[src/rtl/mesd_pkg.sv]
// ============================================================================
// mesd_pkg
// Shared types, codes and helpers of the music event stream decoder.
// ============================================================================
`default_nettype none

package mesd_pkg;

    localparam int CHANNEL_COUNT = 16;
    localparam int CH_BITS       = $clog2(CHANNEL_COUNT);
    localparam int DELAY_BITS    = 28;
    localparam logic [DELAY_BITS-1:0] DELAY_MAX = {DELAY_BITS{1'b1}};

    localparam int QUEUE_DEPTH = 4;
    localparam int QUEUE_BITS  = $clog2(QUEUE_DEPTH);

    localparam int CFG_INDEX_BITS = 2;
    localparam int CFG_DATA_BITS  = 8;
    localparam logic [CFG_INDEX_BITS-1:0] CFG_MASTER_VOLUME = 2'd0;
    localparam logic [CFG_INDEX_BITS-1:0] CFG_LOOP_ENABLE   = 2'd1;
    localparam logic [6:0] MASTER_VOLUME_RESET = 7'd127;

    // result kinds
    localparam logic [3:0] KIND_KEY_OFF   = 4'd0;
    localparam logic [3:0] KIND_KEY_ON    = 4'd1;
    localparam logic [3:0] KIND_BEND      = 4'd2;
    localparam logic [3:0] KIND_CTRL      = 4'd3;
    localparam logic [3:0] KIND_PROGRAM   = 4'd4;
    localparam logic [3:0] KIND_NOTES_OFF = 4'd5;
    localparam logic [3:0] KIND_LOOP      = 4'd6;
    localparam logic [3:0] KIND_STOP      = 4'd7;
    localparam logic [3:0] KIND_DELAY     = 4'd8;

    // event types in the event byte
    localparam logic [2:0] TYPE_KEY_OFF   = 3'd0;
    localparam logic [2:0] TYPE_KEY_ON    = 3'd1;
    localparam logic [2:0] TYPE_BEND      = 3'd2;
    localparam logic [2:0] TYPE_SYS_CTRL  = 3'd3;
    localparam logic [2:0] TYPE_CTRL      = 3'd4;
    localparam logic [2:0] TYPE_SCORE_END = 3'd6;

    // parse phases
    localparam logic [3:0] PH_EVENT    = 4'd0;
    localparam logic [3:0] PH_KEY_OFF  = 4'd1;
    localparam logic [3:0] PH_KEY_ON   = 4'd2;
    localparam logic [3:0] PH_VELOCITY = 4'd3;
    localparam logic [3:0] PH_BEND     = 4'd4;
    localparam logic [3:0] PH_SYS_CTRL = 4'd5;
    localparam logic [3:0] PH_CTRL_NUM = 4'd6;
    localparam logic [3:0] PH_CTRL_VAL = 4'd7;
    localparam logic [3:0] PH_DELAY    = 4'd8;

    // controller numbers
    localparam logic [7:0] CTRL_PROGRAM    = 8'd0;
    localparam logic [7:0] CTRL_VOLUME     = 8'd3;
    localparam logic [7:0] CTRL_PAN        = 8'd4;
    localparam logic [7:0] CTRL_NOTES_OFF  = 8'd10;
    localparam logic [7:0] CTRL_SOUND_OFF  = 8'd11;
    localparam logic [7:0] CTRL_RESTORE    = 8'd14;

    typedef struct packed {
        logic [3:0]            kind;
        logic [CH_BITS-1:0]    channel;
        logic [7:0]            number;
        logic [7:0]            value;
        logic [DELAY_BITS-1:0] ticks;
        logic                  last;
    } result_t;

    typedef struct packed {
        logic [1:0] count;
        result_t    first;
        result_t    second;
    } push_t;

    function automatic result_t make_result(
        input logic [3:0]            kind,
        input logic [CH_BITS-1:0]    channel,
        input logic [7:0]            number,
        input logic [7:0]            value,
        input logic [DELAY_BITS-1:0] ticks,
        input logic                  last
    );
        result_t r;
        r.kind    = kind;
        r.channel = channel;
        r.number  = number;
        r.value   = value;
        r.ticks   = ticks;
        r.last    = last;
        return r;
    endfunction

    function automatic logic [7:0] clamp_volume(
        input logic [7:0] v,
        input logic [6:0] master,
        input logic [6:0] fade
    );
        logic [7:0] c;
        c = v;
        if (c > {1'b0, master})
        begin
            c = {1'b0, master};
        end
        if (c > {1'b0, fade})
        begin
            c = {1'b0, fade};
        end
        return c;
    endfunction

endpackage

`default_nettype wire

[src/rtl/mesd_parser.sv]
// ============================================================================
// mesd_parser
// Parse state, per-channel velocity table and single-pass byte decode.
// ============================================================================
`default_nettype none

module mesd_parser (
    input  wire logic                  clk,
    input  wire logic                  rst_n,
    input  wire logic                  go,
    input  wire logic [7:0]            byte_in,
    input  wire logic [6:0]            fade,
    input  wire logic [6:0]            master,
    input  wire logic                  loop_en,
    output mesd_pkg::push_t            push
);
    import mesd_pkg::*;

    logic [3:0]            phase_reg, phase_next;
    logic [CH_BITS-1:0]    chan_reg, chan_next;
    logic [7:0]            num_reg, num_next;
    logic                  follows_reg, follows_next;
    logic [DELAY_BITS-1:0] delay_reg, delay_next;
    logic                  stopped_reg, stopped_next;
    logic [7:0]            vel_reg [CHANNEL_COUNT];
    logic                  vel_we;
    logic [7:0]            vel_rd;
    logic [DELAY_BITS+7:0] delay_sum;
    logic [DELAY_BITS-1:0] delay_sat;
    logic [DELAY_BITS-1:0] zero_ticks;
    push_t                 push_c;

    assign vel_rd     = vel_reg[chan_reg];
    assign zero_ticks = '0;

    always_comb
    begin
        delay_sum = {1'b0, delay_reg, 7'b0} + {(DELAY_BITS + 1)'(0), byte_in[6:0]};
        if (delay_sum[DELAY_BITS+7:DELAY_BITS] != '0)
        begin
            delay_sat = DELAY_MAX;
        end
        else
        begin
            delay_sat = delay_sum[DELAY_BITS-1:0];
        end
    end

    always_comb
    begin
        phase_next   = phase_reg;
        chan_next    = chan_reg;
        num_next     = num_reg;
        follows_next = follows_reg;
        delay_next   = delay_reg;
        stopped_next = stopped_reg;
        vel_we       = 1'b0;
        push_c       = '0;
        if (!stopped_reg)
        begin
            case (phase_reg)
                PH_EVENT:
                begin
                    chan_next    = byte_in[CH_BITS-1:0];
                    follows_next = byte_in[7];
                    case (byte_in[6:4])
                        TYPE_KEY_OFF:  phase_next = PH_KEY_OFF;
                        TYPE_KEY_ON:   phase_next = PH_KEY_ON;
                        TYPE_BEND:     phase_next = PH_BEND;
                        TYPE_SYS_CTRL: phase_next = PH_SYS_CTRL;
                        TYPE_CTRL:     phase_next = PH_CTRL_NUM;
                        TYPE_SCORE_END:
                        begin
                            push_c.count = 2'd1;
                            if (loop_en)
                            begin
                                push_c.first = make_result(KIND_LOOP, byte_in[CH_BITS-1:0],
                                                           8'd0, 8'd0, zero_ticks, 1'b1);
                                delay_next   = '0;
                                phase_next   = byte_in[7] ? PH_DELAY : PH_EVENT;
                            end
                            else
                            begin
                                push_c.first = make_result(KIND_STOP, byte_in[CH_BITS-1:0],
                                                           8'd0, 8'd0, zero_ticks, 1'b1);
                                stopped_next = 1'b1;
                                phase_next   = PH_EVENT;
                            end
                        end
                        default:
                        begin
                            delay_next = '0;
                            phase_next = byte_in[7] ? PH_DELAY : PH_EVENT;
                        end
                    endcase
                end
                PH_KEY_ON:
                begin
                    if (byte_in[7])
                    begin
                        num_next   = {1'b0, byte_in[6:0]};
                        phase_next = PH_VELOCITY;
                    end
                    else
                    begin
                        push_c.count = 2'd1;
                        push_c.first = make_result(KIND_KEY_ON, chan_reg, byte_in, vel_rd,
                                                   zero_ticks, 1'b1);
                    end
                end
                PH_CTRL_NUM:
                begin
                    num_next   = byte_in;
                    phase_next = PH_CTRL_VAL;
                end
                PH_DELAY:
                begin
                    delay_next = delay_sat;
                    if (!byte_in[7])
                    begin
                        push_c.count = 2'd1;
                        push_c.first = make_result(KIND_DELAY, '0, 8'd0, 8'd0,
                                                   delay_sat, 1'b1);
                        phase_next   = PH_EVENT;
                    end
                end
                PH_KEY_OFF:
                begin
                    push_c.count = 2'd1;
                    push_c.first = make_result(KIND_KEY_OFF, chan_reg, {1'b0, byte_in[6:0]},
                                               8'd0, zero_ticks, 1'b1);
                end
                PH_VELOCITY:
                begin
                    vel_we       = 1'b1;
                    push_c.count = 2'd1;
                    push_c.first = make_result(KIND_KEY_ON, chan_reg, num_reg, byte_in,
                                               zero_ticks, 1'b1);
                end
                PH_BEND:
                begin
                    push_c.count = 2'd1;
                    push_c.first = make_result(KIND_BEND, chan_reg, 8'd0, byte_in,
                                               zero_ticks, 1'b1);
                end
                PH_SYS_CTRL:
                begin
                    push_c.count = 2'd1;
                    push_c.first = make_result(KIND_CTRL, chan_reg, byte_in, 8'd0,
                                               zero_ticks, 1'b1);
                end
                PH_CTRL_VAL:
                begin
                    case (num_reg)
                        CTRL_PROGRAM:
                        begin
                            push_c.count = 2'd1;
                            push_c.first = make_result(KIND_PROGRAM, chan_reg, byte_in, 8'd0,
                                                       zero_ticks, 1'b1);
                        end
                        CTRL_VOLUME:
                        begin
                            push_c.count = 2'd1;
                            push_c.first = make_result(KIND_CTRL, chan_reg, CTRL_VOLUME,
                                                       clamp_volume(byte_in, master, fade),
                                                       zero_ticks, 1'b1);
                        end
                        CTRL_PAN:
                        begin
                            push_c.count = 2'd1;
                            push_c.first = make_result(KIND_CTRL, chan_reg, CTRL_PAN, byte_in,
                                                       zero_ticks, 1'b1);
                        end
                        CTRL_NOTES_OFF, CTRL_SOUND_OFF:
                        begin
                            push_c.count = 2'd1;
                            push_c.first = make_result(KIND_NOTES_OFF, chan_reg, num_reg,
                                                       byte_in, zero_ticks, 1'b1);
                        end
                        CTRL_RESTORE:
                        begin
                            push_c.count  = 2'd2;
                            push_c.first  = make_result(KIND_NOTES_OFF, chan_reg, CTRL_RESTORE,
                                                        byte_in, zero_ticks, 1'b0);
                            push_c.second = make_result(KIND_CTRL, chan_reg, CTRL_VOLUME,
                                                        clamp_volume(vel_rd, master, fade),
                                                        zero_ticks, 1'b1);
                        end
                        default:
                        begin
                            push_c.count = 2'd0;
                        end
                    endcase
                end
                default:
                begin
                    phase_next = PH_EVENT;
                end
            endcase
            // payload phases finish the event
            if (phase_reg == PH_KEY_OFF || phase_reg == PH_VELOCITY || phase_reg == PH_BEND
                || phase_reg == PH_SYS_CTRL || phase_reg == PH_CTRL_VAL
                || (phase_reg == PH_KEY_ON && !byte_in[7]))
            begin
                delay_next = '0;
                phase_next = follows_reg ? PH_DELAY : PH_EVENT;
            end
        end
    end

    assign push.count  = go ? push_c.count : 2'd0;
    assign push.first  = push_c.first;
    assign push.second = push_c.second;

    always_ff @(posedge clk or negedge rst_n)
    begin
        if (!rst_n)
        begin
            phase_reg   <= PH_EVENT;
            chan_reg    <= '0;
            num_reg     <= '0;
            follows_reg <= 1'b0;
            delay_reg   <= '0;
            stopped_reg <= 1'b0;
            for (int i = 0; i < CHANNEL_COUNT; i++)
            begin
                vel_reg[i] <= '0;
            end
        end
        else if (go)
        begin
            phase_reg   <= phase_next;
            chan_reg    <= chan_next;
            num_reg     <= num_next;
            follows_reg <= follows_next;
            delay_reg   <= delay_next;
            stopped_reg <= stopped_next;
            if (vel_we)
            begin
                vel_reg[chan_reg] <= byte_in;
            end
        end
    end

endmodule

`default_nettype wire

[src/rtl/mesd_result_queue.sv]
// ============================================================================
// mesd_result_queue
// Small result queue taking up to two words per cycle, one out per cycle while not stalled.
// ============================================================================
`default_nettype none

module mesd_result_queue (
    input  wire logic            clk,
    input  wire logic            rst_n,
    input  wire mesd_pkg::push_t push,
    output logic                 room,
    output logic                 out_valid,
    input  wire logic            out_stall,
    output mesd_pkg::result_t    head
);
    import mesd_pkg::*;

    result_t                mem_reg [QUEUE_DEPTH];
    logic [QUEUE_BITS-1:0]  head_reg, tail_reg;
    logic [QUEUE_BITS:0]    count_reg, count_next;
    logic                   pop;

    assign out_valid = (count_reg != '0);
    assign head      = mem_reg[head_reg];
    assign pop       = out_valid && !out_stall;
    assign room      = (count_reg <= (QUEUE_BITS + 1)'(QUEUE_DEPTH - 2));

    always_comb
    begin
        count_next = count_reg + (QUEUE_BITS + 1)'(push.count)
                     - (QUEUE_BITS + 1)'(pop);
    end

    always_ff @(posedge clk or negedge rst_n)
    begin
        if (!rst_n)
        begin
            head_reg  <= '0;
            tail_reg  <= '0;
            count_reg <= '0;
        end
        else
        begin
            count_reg <= count_next;
            tail_reg  <= tail_reg + QUEUE_BITS'(push.count);
            if (pop)
            begin
                head_reg <= head_reg + 1'b1;
            end
        end
    end

    always_ff @(posedge clk)
    begin
        if (push.count != 2'd0)
        begin
            mem_reg[tail_reg] <= push.first;
        end
        if (push.count == 2'd2)
        begin
            mem_reg[tail_reg + 1'b1] <= push.second;
        end
    end

endmodule

`default_nettype wire

[src/rtl/mus_event_stream_decoder_core.sv]
// ============================================================================
// mus_event_stream_decoder_core
// Music score byte stream decoder: events, payloads and variable delays.
// ============================================================================
// Takes one score byte per cycle while not stalled. A byte is held in the input
// register, is decoded against the parse state in a single pass, and its results
// (none, one or two words) enter a four-word result queue; the first result is
// offered once the byte has passed the input register and been written into the
// queue. Input is stalled only while the queue holds more than two words, so
// with the result side free a byte goes in every cycle; a byte that yields two
// results occupies the output for both of its words.
// After a stop at score end all bytes are taken and dropped until reset.
`default_nettype none

module mus_event_stream_decoder_core (
    input  wire logic                                   clk,
    input  wire logic                                   rst_n,
    input  wire logic                                   in_valid,
    output logic                                        in_stall,
    input  wire logic [7:0]                             stream_byte,
    input  wire logic [6:0]                             fade_level,
    output logic                                        out_valid,
    input  wire logic                                   out_stall,
    output logic [3:0]                                  event_kind,
    output logic [mesd_pkg::CH_BITS-1:0]                channel,
    output logic [7:0]                                  number,
    output logic [7:0]                                  value,
    output logic [mesd_pkg::DELAY_BITS-1:0]             delay_ticks,
    output logic                                        is_last,
    input  wire logic                                   cfg_valid,
    output logic                                        cfg_ready,
    input  wire logic [mesd_pkg::CFG_INDEX_BITS-1:0]    cfg_index,
    input  wire logic [mesd_pkg::CFG_DATA_BITS-1:0]     cfg_data
);
    import mesd_pkg::*;

    logic       in_valid_reg;
    logic [7:0] byte_reg;
    logic [6:0] fade_reg;
    logic [6:0] master_reg;
    logic       loop_reg;
    logic       room;
    logic       go;
    push_t      push;
    result_t    head;

    assign cfg_ready = 1'b1;
    assign go        = in_valid_reg && room;
    assign in_stall  = in_valid_reg && !room;

    always_ff @(posedge clk or negedge rst_n)
    begin
        if (!rst_n)
        begin
            in_valid_reg <= 1'b0;
        end
        else if (!in_stall)
        begin
            in_valid_reg <= in_valid;
        end
    end

    always_ff @(posedge clk)
    begin
        if (in_valid && !in_stall)
        begin
            byte_reg <= stream_byte;
            fade_reg <= fade_level;
        end
    end

    always_ff @(posedge clk or negedge rst_n)
    begin
        if (!rst_n)
        begin
            master_reg <= MASTER_VOLUME_RESET;
            loop_reg   <= 1'b0;
        end
        else if (cfg_valid && cfg_ready)
        begin
            case (cfg_index)
                CFG_MASTER_VOLUME: master_reg <= cfg_data[6:0];
                CFG_LOOP_ENABLE:   loop_reg   <= cfg_data[0];
                default:           master_reg <= master_reg;
            endcase
        end
    end

    mesd_parser u_parser (
        .clk     (clk),
        .rst_n   (rst_n),
        .go      (go),
        .byte_in (byte_reg),
        .fade    (fade_reg),
        .master  (master_reg),
        .loop_en (loop_reg),
        .push    (push)
    );

    mesd_result_queue u_queue (
        .clk       (clk),
        .rst_n     (rst_n),
        .push      (push),
        .room      (room),
        .out_valid (out_valid),
        .out_stall (out_stall),
        .head      (head)
    );

    assign event_kind  = head.kind;
    assign channel     = head.channel;
    assign number      = head.number;
    assign value       = head.value;
    assign delay_ticks = head.ticks;
    assign is_last     = head.last;

endmodule

`default_nettype wire

[config.mk]
export PLATFORM = sky130hd
export DESIGN_NAME = mus_event_stream_decoder_core
export DESIGN_NICKNAME = d
export VERILOG_FILES = /design/src/rtl/mesd_pkg.sv /design/src/rtl/mesd_parser.sv /design/src/rtl/mesd_result_queue.sv /design/src/rtl/mus_event_stream_decoder_core.sv
export SDC_FILE = /design/constraint.sdc
export NUM_CORES = 1
export LEC_CHECK = 0
export BUFFER_PORTS_ARGS = -buffer_cell sky130_fd_sc_hd__buf_2
export CORE_ASPECT_RATIO = 2
export CORE_MARGIN = 4
export CORE_UTILIZATION = 40
export CTS_CLUSTER_DIAMETER = 200
export CTS_CLUSTER_SIZE = 8
export DETAILED_ROUTE_END_ITERATION = 10
export SYNTH_ARGS = -nofsm -noshare
export SYNTH_HDL_FRONTEND = slang
export SYNTH_SLANG_ARGS = --single-unit
[constraint.sdc]
create_clock -name clk -period 5.77 [get_ports clk]
set_input_delay 1.154 -clock clk [delete_from_list [all_inputs] [get_ports clk]]
set_output_delay 1.154 -clock clk [all_outputs]
set_load 0.02 [all_outputs]
=== After elaboration in Yosys (flattened, before gate mapping) ===
Memories as Yosys holds them, arrays and structs flattened.
Index checks and enable logic that the tools add are counted.

* Register bits: 205
* RAM bits: 212
* Input port bits: 30
* Output and inout bits: 56
* Word-level logic and storage cells: 159
* Memories: 1

* Add/sub/neg operators: 6
* Order comparisons: 7
* Eq/ne operators: 26
* Mux-type cells: 52
* Bitwise operators: 2
* Reductions and logical operators: 35

{| class="wikitable"
|+ Memory list
! memory !! words !! bits a word !! rd ports !! clocked after Yosys merged registers in !! wr ports !! RTL line !! RTL
|-
| u_queue.mem_reg || 4 || 53 || 1 || 0 || 2 || mesd_result_queue.sv:18 || <nowiki>result_t mem_reg [QUEUE_DEPTH];</nowiki>
|}

{| class="wikitable"
|+ Operators by type and width
! cell !! count
|-
| $pmux 55 s8 || 1
|-
| $pmux 52 s5 || 1
|-
| $mux 54 || 3
|-
| $bwmux 128 || 1
|-
| $mux 8 || 14
|-
| $pmux 28 s2 || 2
|-
| $mux 108 || 1
|-
| $mux 28 || 3
|-
| $mux 53 || 1
|-
| $mux 51 || 1
|-
| $mux 50 || 1
|-
| $add 35x7->36 || 1
|-
| $bmux 8 s4 || 1
|-
| $demux 8 s4 || 1
|-
| $gt 8x7->1 || 4
|-
| $eq 8x4->1 const B || 3
|-
| $mux 4 || 6
|-
| $pmux 4 s6 || 1
|-
| $pmux 4 s5 || 1
|-
| $eq 4x3->1 const B || 4
|-
| $pmux 8 s2 || 1
|-
| $reduce_or 5->1 || 3
|-
| $mux 1 || 10
|-
| $reduce_and 5->1 || 2
|-
| 40 further kinds || 61
|}

=== Depth between registers and ports, before layout ===
* Depth in word-level cells: 18
* Depth in mapped cells: 22
* Gate-level depth less buffers: 19

=== Cells and area by module ===
From an unflattened synthesis, not the netlist that was laid out.

* Cells, all modules: 1505
* Area, all modules: 21708.3 µm²

{| class="wikitable"
|+ Modules (own cells, without submodules)
! module !! times used !! cells each !! area each (µm²) !! seq. area each (µm²)
|-
| mesd_result_queue || 1 || 554 || 10610.2 || 6541.3
|-
| mesd_parser || 1 || 910 || 10257.3 || 4354.2
|-
| mus_event_stream_decoder_core || 1 || 41 || 840.8 || 684.4
|}

=== Worst setup path before layout ===
No wires, ideal clock.

* Path kind: register to register
* From: register u_parser.chan_reg[0]
* To: memory u_queue.mem_reg[0][35] (netlist name) (data pin)
* Setup time: 0.267 ns
* Arrival time: 4.481 ns
* Data required time: 5.503 ns
* Path slack: 1.022 ns
* Stages on the path, launching flop included: 22
* Path buffers: 2
* Period minus slack after synthesis: 4.748 ns
* Cells stage by stage: dfrtp_1 > buf_2 > clkbuf_1 > mux4_2 > a22oi_1 > nand2_1 > inv_1 > ha_1 > inv_1 > a21oi_1 > o221ai_1 > a21oi_4 > mux2i_1 > inv_1 > ha_1 > nor2b_1 > o211ai_1 > a21oi_1 > o22ai_1 > nor2_1 > a22oi_1 > o21ai_0

{| class="wikitable"
|+ RTL lines
! element !! RTL line !! RTL
|-
| start, declared || mesd_parser.sv:20 || <nowiki>logic [CH_BITS-1:0] chan_reg, chan_next;</nowiki>
|-
| start signal, assigned || mesd_parser.sv:233 || <nowiki>chan_reg <= chan_next;</nowiki>
|-
| end, declared || mesd_result_queue.sv:18 ||
|}

==> impl_metrics.toml <==
[global_routing]
grt_pass1_wl_um = 83000
grt_util_all_layers = 0.200
via_count_of_the_first_global_routing_pass = 14751
pin_count_of_the_biggest_net_entering_global_routing = 146
grt_antenna_before_repair = 0
gr-total-overflow = 0

[clock_network]
cts-root-to-sink-buffers = 3
ctsResizeCount = 0
tritoncts_clock_tree = "done"
worst_skew_pair.late_latency_ps = 610
cts_post_setup_buffers_inserted = 0
clk_pin_slew_worst_paths_ps = 60
cts.hold.buffers_added = 0
cts-htree-levels = 2
total_cts_buffers = 58
clk_root_buffer_cell = "clkbuf_16"
clock-sinks = 417

[pwr]
power_density_nw_per_um2 = 419
max-vdd-ir-drop_uv = 248
power_leakage_nw = 8.90

[floorplan]
effective_utilization_at_floorplan = 0.405
die_height_um = 321
die_area_um2 = 52900
num_io_pins = 86
std_cell_rows = 114
die_w_um = 165
core_um2 = 48500

[layout]
multi_input_comb_area_um2 = 8800
fillers = 4446
largest_register_ffs = 212
antenna-diode-count = 0
nets = 1863
area.growth.synth_to_final_pct = 13.9
final_core_util = 0.461
layout-drive-gt1-share = 0.240
layout.area.seq_um2 = 10100

[synth]
netlist-cell-type-count = 75
synth.top_cells.by_area = "dfrtp_1, dfxtp_1, edfxtp_1"
synth.ff_latch_count = 417
synth-edff-count = 83
syn-instance-count = 1755
yosys_warning_count = 0
netlist_area_um2 = 19600
postSynth.asyncResetShare = 0.456
synth_ff_type = "dfrtp_1"
synth_sequential_area_ratio = 0.517
nets_in_the_synthesized_netlist = 1818
avgSynthCellArea_um2 = 11.2
synth_largest_type_area_fraction = 0.233
netlist.top_cell.by_area = "dfrtp_1"

[flow_run]
maxCapViolCount = 0

[routing]
vias = 14290
dr.first_iter.drc_count = 1111
drc_errors = 0
postRouteWirelength_um = 53300
vias_per_cell = 5.76
dr.pass1.iters = 6
drtAntennaViolNets = 0
drt-wirelength-per-cell_um = 21.5

[setup_path]
worst-path-max-fanout = 10
setup.worst_path.class = "reg2reg"
critPathArrivalTime_ps = 5770
critPathLaunchType = "flip-flop"
cp-end-kind = "flip-flop"
worst-endpoint-required_ps = 6050

[timing]
layout_min_cycle_time_ps = 5490
max_slew.worst_pin.slew_ps = 1230
slew_viol_final = 0
final.setup_skew_ps = 24.9
timing_limited_maximum_frequency_ghz = 0.182
fin_setup_tns_ps = 0
final.period_utilization = 0.951
rsz_0062_raised_after_global_routing = "no"
setup_violations = 0
report.final.hold_viol_count = 0
relSlewSlack = 0.175
worst_hold_slack_ps = 451

[run_status]
run_status = "finished, final reports clean"

[place]
gpl.final_weighted_congestion = 0.910
buffer_ports.inserted = 83
dp_hpwl_um = 35300

[worst_hold_path]
hold_path.class = "reg2reg"
-- per-stage QoR --
stage                     setup slack [ps]  std cells  power [mW]  area, um2
after floorplan                       1020       1755        5.41      19600
after global placement                 423       2378        6.20      20700
after detailed placement               408       2378        6.27      20700
after CTS                              361       2483        9.45      22400
after global routing                  45.6       2483        9.83      22400
final                                  284       2483        9.36      22400
-- cell usage in the layout, fill, tap and decap left out, drive strengths merged, types with 3 or more instances in the layout --
master	count
a211oi	3
a21o	6
a21oi	40
a221o	4
a22oi	27
a2bb2oi	7
a31oi	4
and2	10
and3	3
buf	125
clkbuf	102
dfrtp	183
dfstp	7
dfxtp	144
edfxtp	83
ha	32
inv	40
mux2	134
mux2i	8
mux4	85
nand2	157
nand2b	11
nand3	153
nand4	9
nand4b	3
nor2	44
nor2b	17
nor3	16
nor3b	4
nor4	11
o211ai	5
o21ai	302
o221ai	16
o31ai	3
or2	3
or3	4
xnor2	4
xor2	6
-- logic make-up (layout without fill, tap and decap cells) --
logic type,Yosys count,count (layout),share of synthesized area
adders and majority gates,33,33,0.0214
other,1,1,0.000191
DFF,417,417,0.517
muxes,227,227,0.180
buffers and inverters,179,269,0.0370
xor gates and xnor gates,10,10,0.00446
AOI/OAI and AO/OA,437,437,0.128
and+or+nand+nor,451,451,0.113
-- critical path, cell delays in order (launching register included) --
cell      delay, ps
dfrtp_1         750
buf_4           250
mux4_2          300
a22oi_1         440
nand2_1         230
ha_1            240
a21o_1          180
a21oi_1         140
o221ai_1        190
a21oi_4         370
mux2i_1         430
inv_1           120
ha_1            310
nor2b_1         130
o211ai_1         90
a21oi_1         130
o22ai_1          80
buf_4           170
nor2b_1         130
buf_4           190
a22oi_1         140
o21ai_0         170
-- path summary, 6_finish.rpt --
path / start / to / slack (ps) / depth (start not counted)
worst min register to register: u_queue.mem_reg[3][41]$_SDFFE_PP0P_ / u_queue.mem_reg[3][41]$_SDFFE_PP0P_ / 450 / 2
min in group asynchronous: rst_n / u_parser.vel_reg[122]$_DFFE_PN0P_ / 500 / 1
worst max register to register: u_parser.chan_reg[1]$_DFFE_PN0P_ / u_queue.mem_reg[0][35]$_DFFE_PP_ / 280 / 21
max in group asynchronous: rst_n / u_parser.vel_reg[81]$_DFFE_PN0P_ / 4100 / 2
worst min-delay path: u_queue.mem_reg[3][41]$_SDFFE_PP0P_ / u_queue.mem_reg[3][41]$_SDFFE_PP0P_ / 450 / 2
worst max-delay path: u_parser.chan_reg[1]$_DFFE_PN0P_ / u_queue.mem_reg[0][35]$_DFFE_PP_ / 280 / 21
-- where the power goes --
part           total [mW]  leakage (nW)  internal (mW)  switching, mW
Combinational        2.47          3.55          0.951           1.51
Clock                3.15         0.795           1.88           1.27
Sequential           3.74          4.56           3.30          0.445
-- cells in the mapped netlist (17+ instances only) --
library cell	n
clkbuf_1	94
a21oi_1	39
mux4_2	85
nand3_1	153
nand2_1	157
inv_1	37
nor2b_1	17
nor2_1	39
ha_1	32
buf_2	34
dfxtp_1	144
o21ai_0	182
dfrtp_1	183
mux2_2	126
edfxtp_1	83
a22oi_1	27
o21ai_1	120
-- per-layer routing --
layer,GRT usage,part of all wire
met1,0.216,0.36
met2,0.373,0.55
met3,0.0238,0.039
met4,0.109,0.056
met5,0,0
-- area by class of cell --
class	count	share of cell area
repair buffers	126	0.0351
well taps	638	0.0357
clock buffers	101	0.0721
clock inverters	4	0.00302
flip-flops and latches	417	0.454
multi-input cells	1159	0.394
inverters	38	0.00638
Note: power is estimated with default switching activity, not from simulation.
